`src/rtl/core/lpht_pkg.sv`:
```
// ----------------------------------------------------------------------------
// lpht_pkg
// Shared codes and constants of the linear-probe hash table.
// ----------------------------------------------------------------------------
package lpht_pkg;

    // Request modes
    localparam logic [1:0] MODE_LOOKUP = 2'd0;
    localparam logic [1:0] MODE_PUT    = 2'd1;
    localparam logic [1:0] MODE_REMOVE = 2'd2;
    localparam logic [1:0] MODE_CLEAR  = 2'd3;

    // Result status codes
    localparam logic [2:0] ST_OK       = 3'd0;
    localparam logic [2:0] ST_MISS     = 3'd1;
    localparam logic [2:0] ST_INSERTED = 3'd2;
    localparam logic [2:0] ST_REFUSED  = 3'd3;
    localparam logic [2:0] ST_FULL     = 3'd4;

    // Slot states
    localparam logic [1:0] SLOT_EMPTY = 2'd0;
    localparam logic [1:0] SLOT_LIVE  = 2'd1;
    localparam logic [1:0] SLOT_TOMB  = 2'd2;

    // Field widths fixed by the interface
    localparam int MODE_W   = 2;
    localparam int KEY_W    = 64;
    localparam int STATUS_W = 3;
    localparam int LIVE_W   = 11;
    localparam int CFG_W    = 4;
    localparam logic [CFG_W-1:0] CFG_RESET = 4'd10;

    // Mixer multipliers
    localparam logic [63:0] MIX_C1 = 64'hBF58476D1CE4E5B9;
    localparam logic [63:0] MIX_C2 = 64'h94D049BB133111EB;

endpackage

```
`src/rtl/core/lpht_front.sv`:
```
// ----------------------------------------------------------------------------
// lpht_front
// Accepts items and computes the home slot with a 64-bit mixer built from
// one 32x32 multiplier, three partial products per 64-bit product.
// ----------------------------------------------------------------------------
module lpht_front import lpht_pkg::*; #(
    parameter int AW = 10,
    parameter int VB = 32
) (
    input  logic              i_clk,
    input  logic              i_rst_n,
    input  logic              i_in_valid,
    output logic              o_in_stall,
    input  logic [MODE_W-1:0] i_mode,
    input  logic [KEY_W-1:0]  i_key,
    input  logic [VB-1:0]     i_value,
    output logic              o_push,
    input  logic              i_full,
    output logic [MODE_W+KEY_W+VB+AW-1:0] o_data
);

    localparam logic [1:0] F_IDLE = 2'd0;
    localparam logic [1:0] F_HASH = 2'd1;
    localparam logic [1:0] F_PUSH = 2'd2;

    logic [1:0]        r_st, n_st;
    logic [MODE_W-1:0] r_mode;
    logic [KEY_W-1:0]  r_key;
    logic [VB-1:0]     r_value;
    logic [63:0]       r_opa, n_opa;
    logic [63:0]       r_acc, n_acc;
    logic [1:0]        r_ph, n_ph;
    logic              r_rnd, n_rnd;
    logic [AW-1:0]     r_home, n_home;
    logic [63:0]       mul_b;
    logic [31:0]       m_a, m_b;
    logic [63:0]       prod;

    assign o_in_stall = (r_st != F_IDLE);
    assign o_push     = (r_st == F_PUSH);
    assign o_data     = {r_mode, r_key, r_value, r_home};

    // Select partial product operands
    assign mul_b = r_rnd ? MIX_C2 : MIX_C1;
    always_comb begin
        unique case (r_ph)
            2'd0:    begin m_a = r_opa[31:0];  m_b = mul_b[31:0];  end
            2'd1:    begin m_a = r_opa[31:0];  m_b = mul_b[63:32]; end
            default: begin m_a = r_opa[63:32]; m_b = mul_b[31:0];  end
        endcase
    end
    assign prod = 64'(m_a) * 64'(m_b);

    // Sequence the mixer
    always_comb begin
        n_st   = r_st;
        n_opa  = r_opa;
        n_acc  = r_acc;
        n_ph   = r_ph;
        n_rnd  = r_rnd;
        n_home = r_home;
        unique case (r_st)
            F_IDLE: begin
                if (i_in_valid) begin
                    n_opa = i_key ^ (i_key >> 30);
                    n_ph  = 2'd0;
                    n_rnd = 1'b0;
                    n_home = '0;
                    n_st  = (i_mode == MODE_CLEAR) ? F_PUSH : F_HASH;
                end
            end
            F_HASH: begin
                if (r_ph == 2'd0) n_acc = prod;
                else              n_acc = r_acc + {prod[31:0], 32'd0};
                if (r_ph == 2'd2) begin
                    n_ph = 2'd0;
                    if (!r_rnd) begin
                        n_opa = n_acc ^ (n_acc >> 27);
                        n_rnd = 1'b1;
                    end else begin
                        n_home = AW'(n_acc ^ (n_acc >> 31));
                        n_st   = F_PUSH;
                    end
                end else begin
                    n_ph = r_ph + 2'd1;
                end
            end
            F_PUSH: begin
                if (!i_full) n_st = F_IDLE;
            end
            default: n_st = F_IDLE;
        endcase
    end

    // Hold payload and mixer state
    always_ff @(posedge i_clk) begin
        if (r_st == F_IDLE && i_in_valid) begin
            r_mode  <= i_mode;
            r_key   <= i_key;
            r_value <= i_value;
        end
        r_opa  <= n_opa;
        r_acc  <= n_acc;
        r_home <= n_home;
    end

    always_ff @(posedge i_clk) begin
        if (!i_rst_n) begin
            r_st  <= F_IDLE;
            r_ph  <= 2'd0;
            r_rnd <= 1'b0;
        end else begin
            r_st  <= n_st;
            r_ph  <= n_ph;
            r_rnd <= n_rnd;
        end
    end

endmodule

```
`config.mk`:
```
export PLATFORM = sky130hd
export DESIGN_NAME = lpht_front
export DESIGN_NICKNAME = d
export VERILOG_FILES = /design/src/rtl/core/lpht_pkg.sv /design/src/rtl/core/lpht_front.sv
export SDC_FILE = /design/constraint.sdc
export NUM_CORES = 2
export LEC_CHECK = 0
export ABC_AREA = 0
export BUFFER_PORTS_ARGS = -buffer_cell sky130_fd_sc_hd__clkbuf_2
export CAP_MARGIN = 30
export CELL_PAD_IN_SITES_DETAIL_PLACEMENT = 0
export CELL_PAD_IN_SITES_GLOBAL_PLACEMENT = 2
export CORE_ASPECT_RATIO = 1.4
export CORE_MARGIN = 3
export CORE_UTILIZATION = 40
export DETAILED_ROUTE_END_ITERATION = 10
export PLACE_DENSITY_LB_ADDON = 0.1
export SLEW_MARGIN = 20
export SYNTH_ARGS = -nofsm -noshare
export SYNTH_HDL_FRONTEND = slang
export SYNTH_SLANG_ARGS = --single-unit
```
`constraint.sdc`:
```
create_clock -name i_clk -period 20.1 [get_ports i_clk]
set_clock_uncertainty 0.15 [all_clocks]
set_input_delay 3.015 -clock i_clk [delete_from_list [all_inputs] [get_ports i_clk]]
set_output_delay 3.015 -clock i_clk [all_outputs]
set_load 0.1 [all_outputs]
```
==> results.py <==
metrics = {
    "critical_path": {
        "worst-path-buf-inv": 10,
        "start_kind": "register",
        "timing.critical_path.required_ns": 20.23,
        "cp-end-kind": "register",
        "worstSetupPathType": "register to register",
        "critPathTopFamily": "adder cells",
        "slowest_delay_ns": 0.62,
        "cpMaxStageDelayCell": "dfxtp_2",
        "cp.arrival_ns": 12.56,
        "cp_max_fo": 28,
        "path_common_cell": "fa_1",
    },
    "sta": {
        "worst_pin_slew_ns": 0.949,
        "timing.fmax_mhz": 80.5,
        "fin_crit_sh_pct": 61.8,
        "relSlewSlack_pct": 36.1,
        "timing.final.crit_period_ns": 12.43,
        "setup_violations": 0,
        "maxSlewViolCount": 0,
        "hold_violations": 0,
        "holdWs_ns": 0.418,
        "fin_setup_tns_ns": 0,
        "rsz0062_at_grt": "no",
    },
    "floorplanning": {
        "dieArea_um2": 108000,
        "rows": 139,
        "coreArea_um2": 103000,
        "die_height_um": 387,
        "die_x_um": 278,
        "boundaryPins": 212,
        "floorplan.initialDensity_pct": 40.4,
    },
    "place": {
        "io_buffers": 211,
        "gp_congestion": 0.969,
        "placed_cells": 5586,
        "dpl.hpwl_um": 145000,
        "place_area_um2": 43900,
    },
    "global_route": {
        "grt_pass1_wl_um": 234000,
        "antenna_found_initial": 2,
        "grt_max_degree": 70,
        "grt.total_usage_pct": 30.7,
        "grt-ovfl-total": 0,
        "grt_pass1_vias": 32480,
    },
    "run": {
        "drv_cap": 0,
    },
    "drt": {
        "route.met3.wl_um": 6930,
        "ant_nets": 0,
        "highest_layer": "met5",
        "wl_met2_um": 84000,
        "vias_per_cell": 5.23,
        "routed_wl_um": 163000,
        "num_vias": 29445,
        "routedWlPerCell_um": 29.0,
        "drt-pass1-iter-count": 5,
        "drc": 0,
        "met1_length_um": 64500,
        "drtIter0Drc": 1966,
    },
    "final_layout": {
        "syn_to_final_growth_pct": 7.66,
        "nets": 5558,
        "final_cells": 5627,
        "design_area_um2": 44600,
        "drive_above_1_share_pct": 8.22,
        "final_cell_mix": "1031 x inv_1, 824 x fa_1, 361 x ha_1",
        "mostFrequentLayoutCell": "inv_1",
        "fillCellCount": 10179,
    },
    "yosys": {
        "synthArstFlopShare_pct": 0,
        "syn_area_per_cell_um2": 10.0,
        "synth_top_cell_by_area": "fa_1",
        "netlist-cell-type-count": 86,
        "syn_nets": 5413,
        "synth_edf_count": 236,
        "ys_seq_area_share_pct": 17.4,
        "synth_seq_cells": 241,
        "synthesis.instances": 4126,
        "yosysTopAreaCellShare_pct": 39.8,
        "ys.flop_type": "edfxtp_1",
        "synth_area_leaders": "fa_1 40%, edfxtp_1 17%, ha_1 11%, inv_1 9.4%, nand2_1 3.2%",
        "netlist_area_um2": 41400,
        "synth.yosys.warnings": 0,
    },
    "clocking": {
        "holdBufCountCts": 0,
        "clk_root_buffer_cell": "clkbuf_16",
        "cts.repair.resized": 0,
        "clkLatencyLatePin_ns": 0.54,
        "tritoncts": "done",
        "numCtsBuffers": 21,
        "numClockSinks": 241,
        "htree_levels": 1,
        "cts_setup_buffers": 0,
        "path_clk_slew_ns": 0.08,
        "cts_buffer_depth": 3,
    },
    "worst_hold_path": {
        "hp-class": "register to register",
    },
    "run_status": {
        "outcome": "complete, no violations",
    },
}
==> registers in the layout (all words and copies together) (netlist names) <==
signal   cells
r_ph         2
r_rnd        1
r_mode       2
r_value     32
r_key       64
r_opa       64
r_st         2
r_home      10
r_acc       64
==> cell families (layout without fill, tap and decap cells) <==
kind of cell,count (synthesis),after routing,synth area share (%)
flip-flops,241,241,17.4
XOR/XNOR,165,165,3.52
AND/OR/NAND/NOR,872,872,9.34
adder cells (fa/ha/maj),1185,1185,50.7
other,1,5,0.00905
AO/OA/AOI/OAI,446,446,6.81
multiplexers,55,55,1.41
buffers and inverters,1161,1319,10.8
==> layout make-up <==
type	instances	area, µm²	area share, %
Multi-Input combinational cell	2724	29800	66.8
Sequential cell	241	7190	16.1
Inverter	1034	3890	8.72
Tap cell	1339	1680	3.76
Timing Repair Buffer	249	1360	3.04
Clock buffer	25	561	1.26
Clock inverter	11	119	0.267
Antenna cell	4	10.0	0.0224
==> per-layer routing <==
| layer | vias up | GRT usage (%) |
|---|---|---|
| li1 | 13039 | - |
| met1 | 15226 | 38.5 |
| met2 | 944 | 54.9 |
| met3 | 234 | 2.52 |
| met4 | 2 | 12.1 |
| met5 | - | 0 |
==> final timing paths <==
path	start	to	slack [ns]	cells after the start
min	r_acc[13]	r_acc[13]	0.42	2
max	r_ph[1]	r_opa[33]	7.67	39
max reg2reg	r_ph[1]	r_opa[33]	7.67	39
min reg2reg	r_acc[13]	r_acc[13]	0.42	2
==> through the flow <==
step	util, %	worst slack (ns)
after global placement	42.7	8.02
after CTS	43.4	7.78
final	43.5	7.67
after global routing	43.4	7.13
after floorplan	-	10.05
after detailed placement	42.8	7.84
==> worst min-delay path, cell delays in order (launching register included) <==
cell      delay, ns
edfxtp_1       0.36
nand2_1        0.05
nand2_1        0.05
==> Yosys cell counts, drive strengths merged (9+ instances only) <==
library cell and n:
fa 824, buf 28, and3 35, o21bai 16
or2 9, xor2 66, nor2b 17, a21o 58
ha 361, mux2i 31, mux2 24, a211oi 12
o21ai 114, nand2b 39, nand3 27, a31oi 25
nand4 28, inv 1034, and2 27, o21a 15
a21oi 142, nor2 283, xnor2 98, nand2 351
edfxtp 236, clkbuf 99, nor3 24
Power is not shown: default switching activity piles up to over one toggle a cycle in this logic, so the estimate is an artifact.
