===== config.mk =====
export PLATFORM = sky130hd
export DESIGN_NAME = lpht_queue
export DESIGN_NICKNAME = d
export VERILOG_FILES = /design/src/rtl/core/lpht_queue.sv
export SDC_FILE = /design/constraint.sdc
export NUM_CORES = 1
export LEC_CHECK = 0
export BUFFER_PORTS_ARGS = -buffer_cell sky130_fd_sc_hd__buf_4
export CAP_MARGIN = 25
export CORE_UTILIZATION = 39
export CTS_BUF_LIST = sky130_fd_sc_hd__clkbuf_4 sky130_fd_sc_hd__clkbuf_8 sky130_fd_sc_hd__clkbuf_16
export DETAILED_ROUTE_END_ITERATION = 10
export RECOVER_POWER = 25
export SETUP_SLACK_MARGIN = 0.15
export SLEW_MARGIN = 30
export SYNTH_ARGS = -nofsm -noshare
export SYNTH_HDL_FRONTEND = slang
export SYNTH_SLANG_ARGS = --single-unit

===== constraint.sdc =====
create_clock -name i_clk -period 2.6 [get_ports i_clk]
set_clock_uncertainty 0.05 [all_clocks]
set_input_delay 0.52 -clock i_clk [delete_from_list [all_inputs] [get_ports i_clk]]
set_output_delay 0.52 -clock i_clk [all_outputs]
set_load 0.03 [all_outputs]

===== src/rtl/core/lpht_queue.sv =====
// ----------------------------------------------------------------------------
// lpht_queue
// Two-entry request queue between the hashing front and the probing back.
// ----------------------------------------------------------------------------
module lpht_queue #(
    parameter int WIDTH = 8
) (
    input  logic             i_clk,
    input  logic             i_rst_n,
    input  logic             i_push,
    input  logic [WIDTH-1:0] i_data,
    output logic             o_full,
    input  logic             i_pop,
    output logic             o_valid,
    output logic [WIDTH-1:0] o_data
);

    logic [WIDTH-1:0] r_buf [2];
    logic             r_wp, r_rp;
    logic [1:0]       r_cnt;
    logic             do_push, do_pop;

    assign o_full  = (r_cnt == 2'd2);
    assign o_valid = (r_cnt != 2'd0);
    assign o_data  = r_buf[r_rp];
    assign do_push = i_push && !o_full;
    assign do_pop  = i_pop && o_valid;

    // Store pushed item
    always_ff @(posedge i_clk) begin
        if (do_push) begin
            r_buf[r_wp] <= i_data;
        end
    end

    // Advance pointers and fill count
    always_ff @(posedge i_clk) begin
        if (!i_rst_n) begin
            r_wp  <= 1'b0;
            r_rp  <= 1'b0;
            r_cnt <= 2'd0;
        end else begin
            if (do_push) r_wp <= !r_wp;
            if (do_pop)  r_rp <= !r_rp;
            r_cnt <= r_cnt + {1'b0, do_push} - {1'b0, do_pop};
        end
    end

endmodule


==> results.cfg, run 1 <==
[worst_setup_path]
critPathKind = reg2out
start_kind = flip-flop
crit_path_top_delay_cell = dfxtp_1
cpPeakStageDelay_ns = 0.56
crit_family = flip-flops
worstPathMaxFanout = 8
worstPathRequired_ns = 2.03
worstPathCellList = mux2_2 -> buf_4
path_buf_inv = 1
r2r_cells = 8
cp_data_arrival_time_ns = 1.41
cp.depth = 2
cp-end-kind = output pin

[floorplanning]
die-height_um = 47.6
rows = 16
io_pins = 22
start_util_pct = 41.3
die-area_um2 = 2270
die_x_um = 47.6
core_um2 = 1960

[run_status]
outcome = finished clean

[cells_and_area]
seqCellArea_um2 = 581
fin_nets = 90
final_area_um2 = 1030
drive_gt1_share_pct = 46.7
area_growth_pct = 26.7
finish.utilization_pct = 52.4
nFillCells = 189
multi_input_area_um2 = 214
antenna_cells = 0

[global_route]
track_usage_pct = 11.4
first_global_vias = 394
antenna_found_initial = 0
grt_max_degree = 12
overflow = 0
grt_pass1_wl_um = 1670

[clocking]
clock_latency_ns = 0.29
cts.sinks = 21
clkSlewWorstSetupHoldPaths_ns = 0.11
htreeDepth = 1
cts-root-buf = clkbuf_4
hold_buffers = 0
cts_setup_buffers = 0
cts_made_buffers = 3
cts_tree = built
cts_max_path_buffers = 2
cts_resized = 0

[placement]
postPlaceCellArea_um2 = 997
numPortBuffers = 21
gp_congestion = 0.732
dp_hpwl_um = 824

[synth]
postSynthCellCount = 51
syn_nets = 65
yosysSeqAreaShare_pct = 71.6
yosysWarnings = 0
synth_cell_type_count = 16
avgSynthCellArea_um2 = 15.9
ys_seq_elements = 21
netlist_area_um2 = 811

[pwr]
p_leak_uw = 0.000426
vdd_drop_max_uv = 508
p_seq_share_pct = 46.7
p_per_area_nw_per_um2 = 971
swShare_pct = 33.2
power_switching_uw = 331
intPower_uw = 666
comb_power_share_pct = 37.4
power_frac_clock_pct = 15.9

[route]
first_iter_violations = 10
ant_nets = 0
drc_errors = 0
viasPerCell = 4.60
firstDrtPassIters = 4
wl_um = 1160
routedWlPerCell_um = 11.4
vias = 469

[timing]
drv_slew = 0
finalSetupTns_ns = 0
clock.fmax_ghz = 0.505
report.final.setup_viol = 0
fin_crit_sh_pct = 76.2
slew_headroom_pct = 52.4
worst_pin_slew_ns = 0.712
rsz0062_at_grt = no
finalHoldViolations = 0
period_minus_slack_ns = 1.98

[flow_run]
drv_cap = 0

[worst_hold_path]
worstHoldPathType = in2reg
holdPathStages = 1
## layout by cell type, fill, tap and decap left out
cell,instances
and2_1,1
o21a_2,1
or2_2,1
xor2_1,1
inv_1,3
xnor2_1,2
dfxtp_1,5
edfxtp_1,16
mux2i_1,1
ha_1,2
nand2b_1,2
nor2_1,4
and3_1,1
nand2_1,2
mux2_2,8
clkbuf_4,11
buf_4,14
## worst paths after layout
check	start	end	slack, ns
min	i_data[7]	r_buf[1][7]	0.36
min reg2reg	r_wp	r_wp	0.45
max	flip-flop	o_data[2]	0.62
max reg2reg	r_cnt[0]	r_cnt[1]	0.94
## routing by layer
layer	track usage, %	part of all wire (%)	vias to the layer above
met2	17.3	47	15
met3	3.77	6.0	4
met4	6.67	1.5	0
met5	0	0	-
li1	-	-	230
met1	14.3	45	220
## power groups by stage
stage	registers, uW	clock network (uW)	logic (uW)
after floorplan	453	0	279
after global placement	473	0	372
after detailed placement	475	0	376
after CTS	467	166	379
after global routing	476	177	410
final	465	159	373
## through the flow
step / setup WS, ns / instances / hold WS, ns / power, uW
finish: 0.619 / 102 / 0.357 / 998
global route: 0.546 / 102 / 0.346 / 1060
CTS: 0.584 / 102 / 0.344 / 1010
detailed placement: 0.834 / 98 / 0.430 / 852
global placement: 0.859 / 98 / 0.420 / 846
floorplan: 1.00 / 51 / 0.405 / 732
## state kept, by name (all words and copies together), names as in the netlist, named ones only
| name | flops |
|---|---|
| r_buf | 16 |
| r_cnt | 2 |
| r_rp | 1 |
| r_wp | 1 |
## synth_stat cells
master / count / area (um^2)
xnor2_1: 2 / 17.5
edfxtp_1: 16 / 480
and2_1: 1 / 6.26
buf_2: 1 / 5.00
and3_1: 1 / 6.26
mux2i_1: 1 / 10.0
nor2_1: 4 / 15.0
o21a_2: 1 / 8.76
or2_2: 1 / 6.26
nand2_1: 2 / 7.51
dfxtp_1: 5 / 100
mux2_2: 8 / 90.1
nand2b_1: 2 / 12.5
ha_1: 2 / 25.0
xor2_1: 1 / 8.76
inv_1: 3 / 11.3
## cell families after synthesis
| logic type | after synthesis | synth area share [%] |
|---|---|---|
| buffers and inverters | 4 | 2.01 |
| XOR/XNOR | 3 | 3.24 |
| multiplexers | 9 | 12.3 |
| AND/OR/NAND/NOR | 11 | 6.64 |
| adder cells (fa/ha/maj) | 2 | 3.09 |
| AO/OA/AOI/OAI | 1 | 1.08 |
| flip-flops | 21 | 71.6 |
## final cells by class
class                           instances  share of cell area, %
Multi-Input combinational cell         26                   20.8
Clock buffer                            4                   2.92
Tap cell                               27                   3.29
Sequential cell                        21                   56.5
Inverter                                3                   1.10
Timing Repair Buffer                   21                   15.3
## worst reg2reg max path, delay by kind of cell, from the launching register on
family / cells / cell delay (ns)
buf+inv: 1 / 0.06
xor+xnor: 2 / 0.30
flops: 1 / 0.37
simple gates: 3 / 0.34
fa+ha+maj: 2 / 0.44
Power figures use the tool's default switching activity.
==> run 2: changes to the inputs <==
--- a/config.mk
+++ b/config.mk
@@ -5,6 +5,7 @@
 export SDC_FILE = /design/constraint.sdc
 export NUM_CORES = 1
 export LEC_CHECK = 0
+export ABC_AREA = 1
 export BUFFER_PORTS_ARGS = -buffer_cell sky130_fd_sc_hd__buf_4
 export CAP_MARGIN = 25
 export CORE_UTILIZATION = 39
==> constraint.sdc (replaced) <==
create_clock -name i_clk -period 1.8 [get_ports i_clk]
set_clock_uncertainty 0.05 [all_clocks]
set_input_delay 0.36 -clock i_clk [delete_from_list [all_inputs] [get_ports i_clk]]
set_output_delay 0.36 -clock i_clk [all_outputs]
set_load 0.03 [all_outputs]
==> run 2 against run 1 <==
Sequential share of layout area shrank 4.5 points; clock power grew 35%; worst setup slack lost 0.46 ns; global-route usage is essentially flat; synthesized cell count grew 22%; design area grew 9.1%; combinational power grew 85%; core utilization grew 3.1 points; synthesized area grew 5.9%; power grew 57%; cell count grew 13%; routed wire length grew 2.1%.
==> results.cfg, run 2 <==
[run_status]
outcome = finished clean

[timing]
fin_crit_sh_pct = 91.0
finalSetupTns_ns = 0
clock.fmax_ghz = 0.610
rsz0062_at_grt = yes
slew_headroom_pct = 78.8
report.final.setup_viol = 0
worst_pin_slew_ns = 0.318
setup_ws_ns = 0.161
drv_slew = 0
period_minus_slack_ns = 1.64
finalHoldViolations = 0

[synth]
syn_nets = 76
ys_seq_elements = 21
async_flop_share_pct = 0
yosysSeqAreaShare_pct = 67.6
postSynthCellCount = 62
ys_top_cells_by_count = edfxtp_1, nand2_1, inv_1, mux2_4, nor2_1
synth_ff_type = edfxtp_1
avgSynthCellArea_um2 = 13.8
synth_top_area_share_pct = 56.0
synth_top_area_cell = edfxtp_1
synth_edf_count = 16
synth.most_common_cell = edfxtp_1
synth_cell_type_count = 11
netlist_area_um2 = 858
synth.area.top_cells = edfxtp_1, mux2_4, dfxtp_1
yosysWarnings = 0

[floorplanning]
rows = 16
io_pins = 22
die-area_um2 = 2390
die_x_um = 48.9
die-height_um = 48.9
start_util_pct = 42.5
core_um2 = 2020

[global_route]
grt_pass1_wl_um = 1980
antenna_found_initial = 0
overflow = 0
track_usage_pct = 11.4
grt_max_degree = 13
first_global_vias = 439

[cells_and_area]
regMostFlops = r_buf
area_growth_pct = 30.6
reg_top3 = r_buf (16), r_cnt (2)
drive_gt1_share_pct = 43.2
final_common_cell = edfxtp_1
final_cell_mix = edfxtp_1, nand2_1, clkbuf_4
antenna_cells = 0
largest_register_ffs = 16
fin_nets = 103

[worst_hold_path]
holdPathStages = 1
worstHoldPathType = in2reg

[flow_run]
drv_cap = 0

[worst_setup_path]
worstPathMaxFanout = 8
start_kind = flip-flop
critPathKind = reg2out
cp_data_arrival_time_ns = 1.23
r2r_cells = 10
worstPathRequired_ns = 1.39
cp-end-kind = output pin

[route]
routedWlPerCell_um = 10.3
drc_errors = 0
ant_nets = 0
first_iter_violations = 2
viasPerCell = 4.46
vias = 513
wl_um = 1180
firstDrtPassIters = 2

[clocking]
cts_made_buffers = 3
cts-root-buf = clkbuf_4
cts_max_path_buffers = 2
cts_tree = built
htreeDepth = 1
clock_latency_ns = 0.29
clkSlewWorstSetupHoldPaths_ns = 0.11
cts.sinks = 21
hold_buffers = 0

[placement]
dp_hpwl_um = 883
dp_slack_ns = 0.272
numPortBuffers = 21
gp_congestion = 0.722

[pwr]
vdd_drop_max_uv = 716
power_switching_uw = 543
p_seq_share_pct = 42.4
swShare_pct = 34.6
p_leak_uw = 0.000498
intPower_uw = 1030
comb_power_share_pct = 44.0
p_per_area_nw_per_um2 = 1400
power_frac_clock_pct = 13.6
[run 2: logic make-up after synthesis]
group / count (synthesis) / synth area share (%)
AOI/OAI and AO/OA: 2 / 1.17
adders and majority gates: 2 / 2.91
buffers and inverters: 9 / 4.81
DFF: 21 / 67.6
muxes: 8 / 14.0
and+or+nand+nor: 20 / 9.48
[run 2: power groups by stage]
stage	combinational, uW	sequential, uW	clock, uW
2_1_floorplan	466	662	0
3_5_place_dp	649	670	0
3_3_place_gp	647	667	0
5_1_grt	750	676	248
4_1_cts	702	664	227
6_report	691	665	214
[run 2: path summary, 6_finish.rpt]
check	from	end	slack, ns
min	i_data[3]	r_buf[0][3]	0.19
max reg2reg	r_cnt[0]	r_cnt[1]	0.29
max	flip-flop	o_data[0]	0.16
min reg2reg	r_rp	flip-flop	0.47
[run 2: metrics by stage]
step / total power, uW / cell area (um^2) / util [%] / cells / hold WS (ns)
floorplan: 1130 / 858 / - / 62 / 0.403
global placement: 1310 / 1050 / 52.1 / 111 / 0.438
detailed placement: 1320 / 1050 / 52.1 / 111 / 0.438
CTS: 1590 / 1120 / 55.4 / 115 / 0.180
global route: 1670 / 1120 / 55.4 / 115 / 0.173
finish: 1570 / 1120 / 55.4 / 115 / 0.193
[run 2: per-layer routing]
| metal | up-vias | wire [um] | GRT usage, % |
|---|---|---|---|
| li1 | 261 | - | - |
| met1 | 237 | 554 | 15.5 |
| met2 | 13 | 567 | 16.0 |
| met3 | 2 | 47 | 3.12 |
| met4 | 0 | 14 | 7.35 |
| met5 | - | 0 | 0 |
[run 2: repair_timing]
action	in CTS	in global routing
endpoints found under the setup margin	8	9
gates resized for setup	11	1
pin swaps	0	0
setup buffers	0	0
[run 2: final cells by class]
type / instances / area [um^2]
sequential: 21 / 583
tap: 27 / 33.8
inverter: 8 / 30.0
clock inverter: 1 / 5.00
multi-input combinational: 32 / 236
timing repair buffer: 23 / 210
fill: 172 / 901
clock buffer: 3 / 22.5
[run 2: critical path: stages, from the launching register on]
cell and delay, ns:
dfxtp_2 0.35, buf_8 0.14, mux2_4 0.31, buf_6 0.14
==> run 3: changes to the inputs <==
==> constraint.sdc (replaced) <==
create_clock -name i_clk -period 1.6 [get_ports i_clk]
set_clock_uncertainty 0.05 [all_clocks]
set_input_delay 0.32 -clock i_clk [delete_from_list [all_inputs] [get_ports i_clk]]
set_output_delay 0.32 -clock i_clk [all_outputs]
set_load 0.03 [all_outputs]
==> run 3 against run 2 <==
Worst hold slack worse by 0.035 ns; sequential power rose by 18%; design area rose by 11%; cell count increased by 4.3%; combinational power is 56% higher; global-route usage grew 0.83 points; sequential cell count stayed put; critical endpoint unchanged; highest routed layer unchanged.
==> results.cfg, run 3 (synthesis results as in run 2) <==
[route]
viasPerCell = 4.53
wl_um = 1360
firstDrtPassIters = 4
routedWlPerCell_um = 11.3
ant_nets = 0
first_iter_violations = 5
vias = 544
drc_errors = 0

[worst_hold_path]
worstHoldPathType = in2reg

[cells_and_area]
drive_gt1_share_pct = 60.2
largest_register_ffs = 16
fin_nets = 108
area_growth_pct = 45.0
regMostFlops = r_buf
final_common_cell = edfxtp_1
final_cell_mix = edfxtp_1, buf_4, buf_6, mux2_4, clkbuf_4
reg_top3 = r_buf (16), r_cnt (2)
antenna_cells = 0
finish.utilization_pct = 61.6

[global_route]
track_usage_pct = 12.2
overflow = 0
antenna_found_initial = 0
grt_max_degree = 13
first_global_vias = 523
grt_pass1_wl_um = 2190

[clocking]
cts-root-buf = clkbuf_4
cts_tree = built
cts.sinks = 21
clkSlewWorstSetupHoldPaths_ns = 0.11
htreeDepth = 1
clock_latency_ns = 0.29
cts_max_path_buffers = 2
cts_made_buffers = 3

[placement]
dp_slack_ns = 0.0159
gp_congestion = 0.716
numPortBuffers = 21
dp_hpwl_um = 846

[worst_setup_path]
worstPathCellList = buf_8 -> mux2_4 -> buf_6
crit_path_top_delay_cell = dfxtp_2
rrSetupSlack_ns = 0.15
r2r_cells = 9
critPathKind = reg2out
cp-end-kind = output pin
endpoint = o_data[0]
cp_data_arrival_time_ns = 1.23
start_kind = flip-flop
worstPathMaxFanout = 8
regToRegEndpoint = r_cnt[1]
worstPathRequired_ns = 1.23
cpPeakStageDelay_ns = 0.35
r2r_start = r_cnt[0]

[floorplanning]
start_util_pct = 42.5
rows = 16
core_um2 = 2020
io_pins = 22
die_x_um = 48.9
die-height_um = 48.9
die-area_um2 = 2390

[flow_run]
drv_cap = 0

[timing]
setup_ws_ns = 0.00475
slew_headroom_pct = 76.3
report.final.setup_viol = 0
fin_crit_sh_pct = 99.7
period_minus_slack_ns = 1.60
drv_slew = 0
finalHoldViolations = 0
clock.fmax_ghz = 0.627
worst_pin_slew_ns = 0.355
rsz0062_at_grt = yes

[run_status]
outcome = finished clean

[pwr]
p_per_area_nw_per_um2 = 1690
vdd_drop_max_uv = 969
p_leak_uw = 0.000532
-- run 3: worst min-delay path by stage --
stage                     startpoint           to  slack (ns)  cells after the start
final                      i_data[1]  r_buf[1][1]        0.16                      1
after CTS                  i_data[6]  r_buf[1][6]        0.15                      1
after floorplan              i_rst_n     r_cnt[0]        0.36                      2
after global placement          r_rp         r_rp        0.44                      2
after detailed placement        r_rp         r_rp        0.45                      2
after global routing       i_data[3]  r_buf[0][3]        0.14                      1
-- run 3: through the flow --
step                hold WS, ns  power [uW]  instances  area [um^2]  setup TNS, ns
floorplan                 0.363        1270         62          858              0
global placement          0.439        1480        111         1050              0
detailed placement        0.452        1490        111         1050              0
CTS                       0.147        1980        120         1210        -0.0683
global route              0.143        2210        120         1240         -0.314
finish                    0.157        2100        120         1240              0
-- run 3: metal layers --
metal  up-vias  track usage, %  part of all wire (%)
met3         4            3.43                   4.1
met2        15            20.6                    47
met4         0            5.88                   2.1
li1        270               -                     -
met1       255            14.3                    46
met5         -               0                     0
-- run 3: layout make-up --
type / count / area [um^2]
multi-input combinational: 32 / 310
tap: 27 / 33.8
timing repair buffer: 28 / 251
fill: 166 / 777
clock buffer: 3 / 22.5
sequential: 21 / 589
inverter: 8 / 32.5
clock inverter: 1 / 5.00
-- run 3: critical path: cells and delay by family (launching register included) --
family / cells / cell delay (ns)
DFF: 1 / 0.35
buffers and inverters: 2 / 0.28
muxes: 1 / 0.31
-- run 3: repair_timing --
| action | CTS | global route |
|---|---|---|
| buffers inserted | 5 | 0 |
| setup endpoints to repair | 10 | 10 |
| cloned | 0 | 0 |
| resized for setup | 27 | 10 |
| endpoints found under the hold margin | 0 | 0 |
| pin swaps | 7 | 6 |
| hold buffers | 0 | 0 |
-- run 3: power breakdown --
group / switching [uW] / internal, uW
clock network: 144 / 92.9
logic: 542 / 535
registers: 72.0 / 716
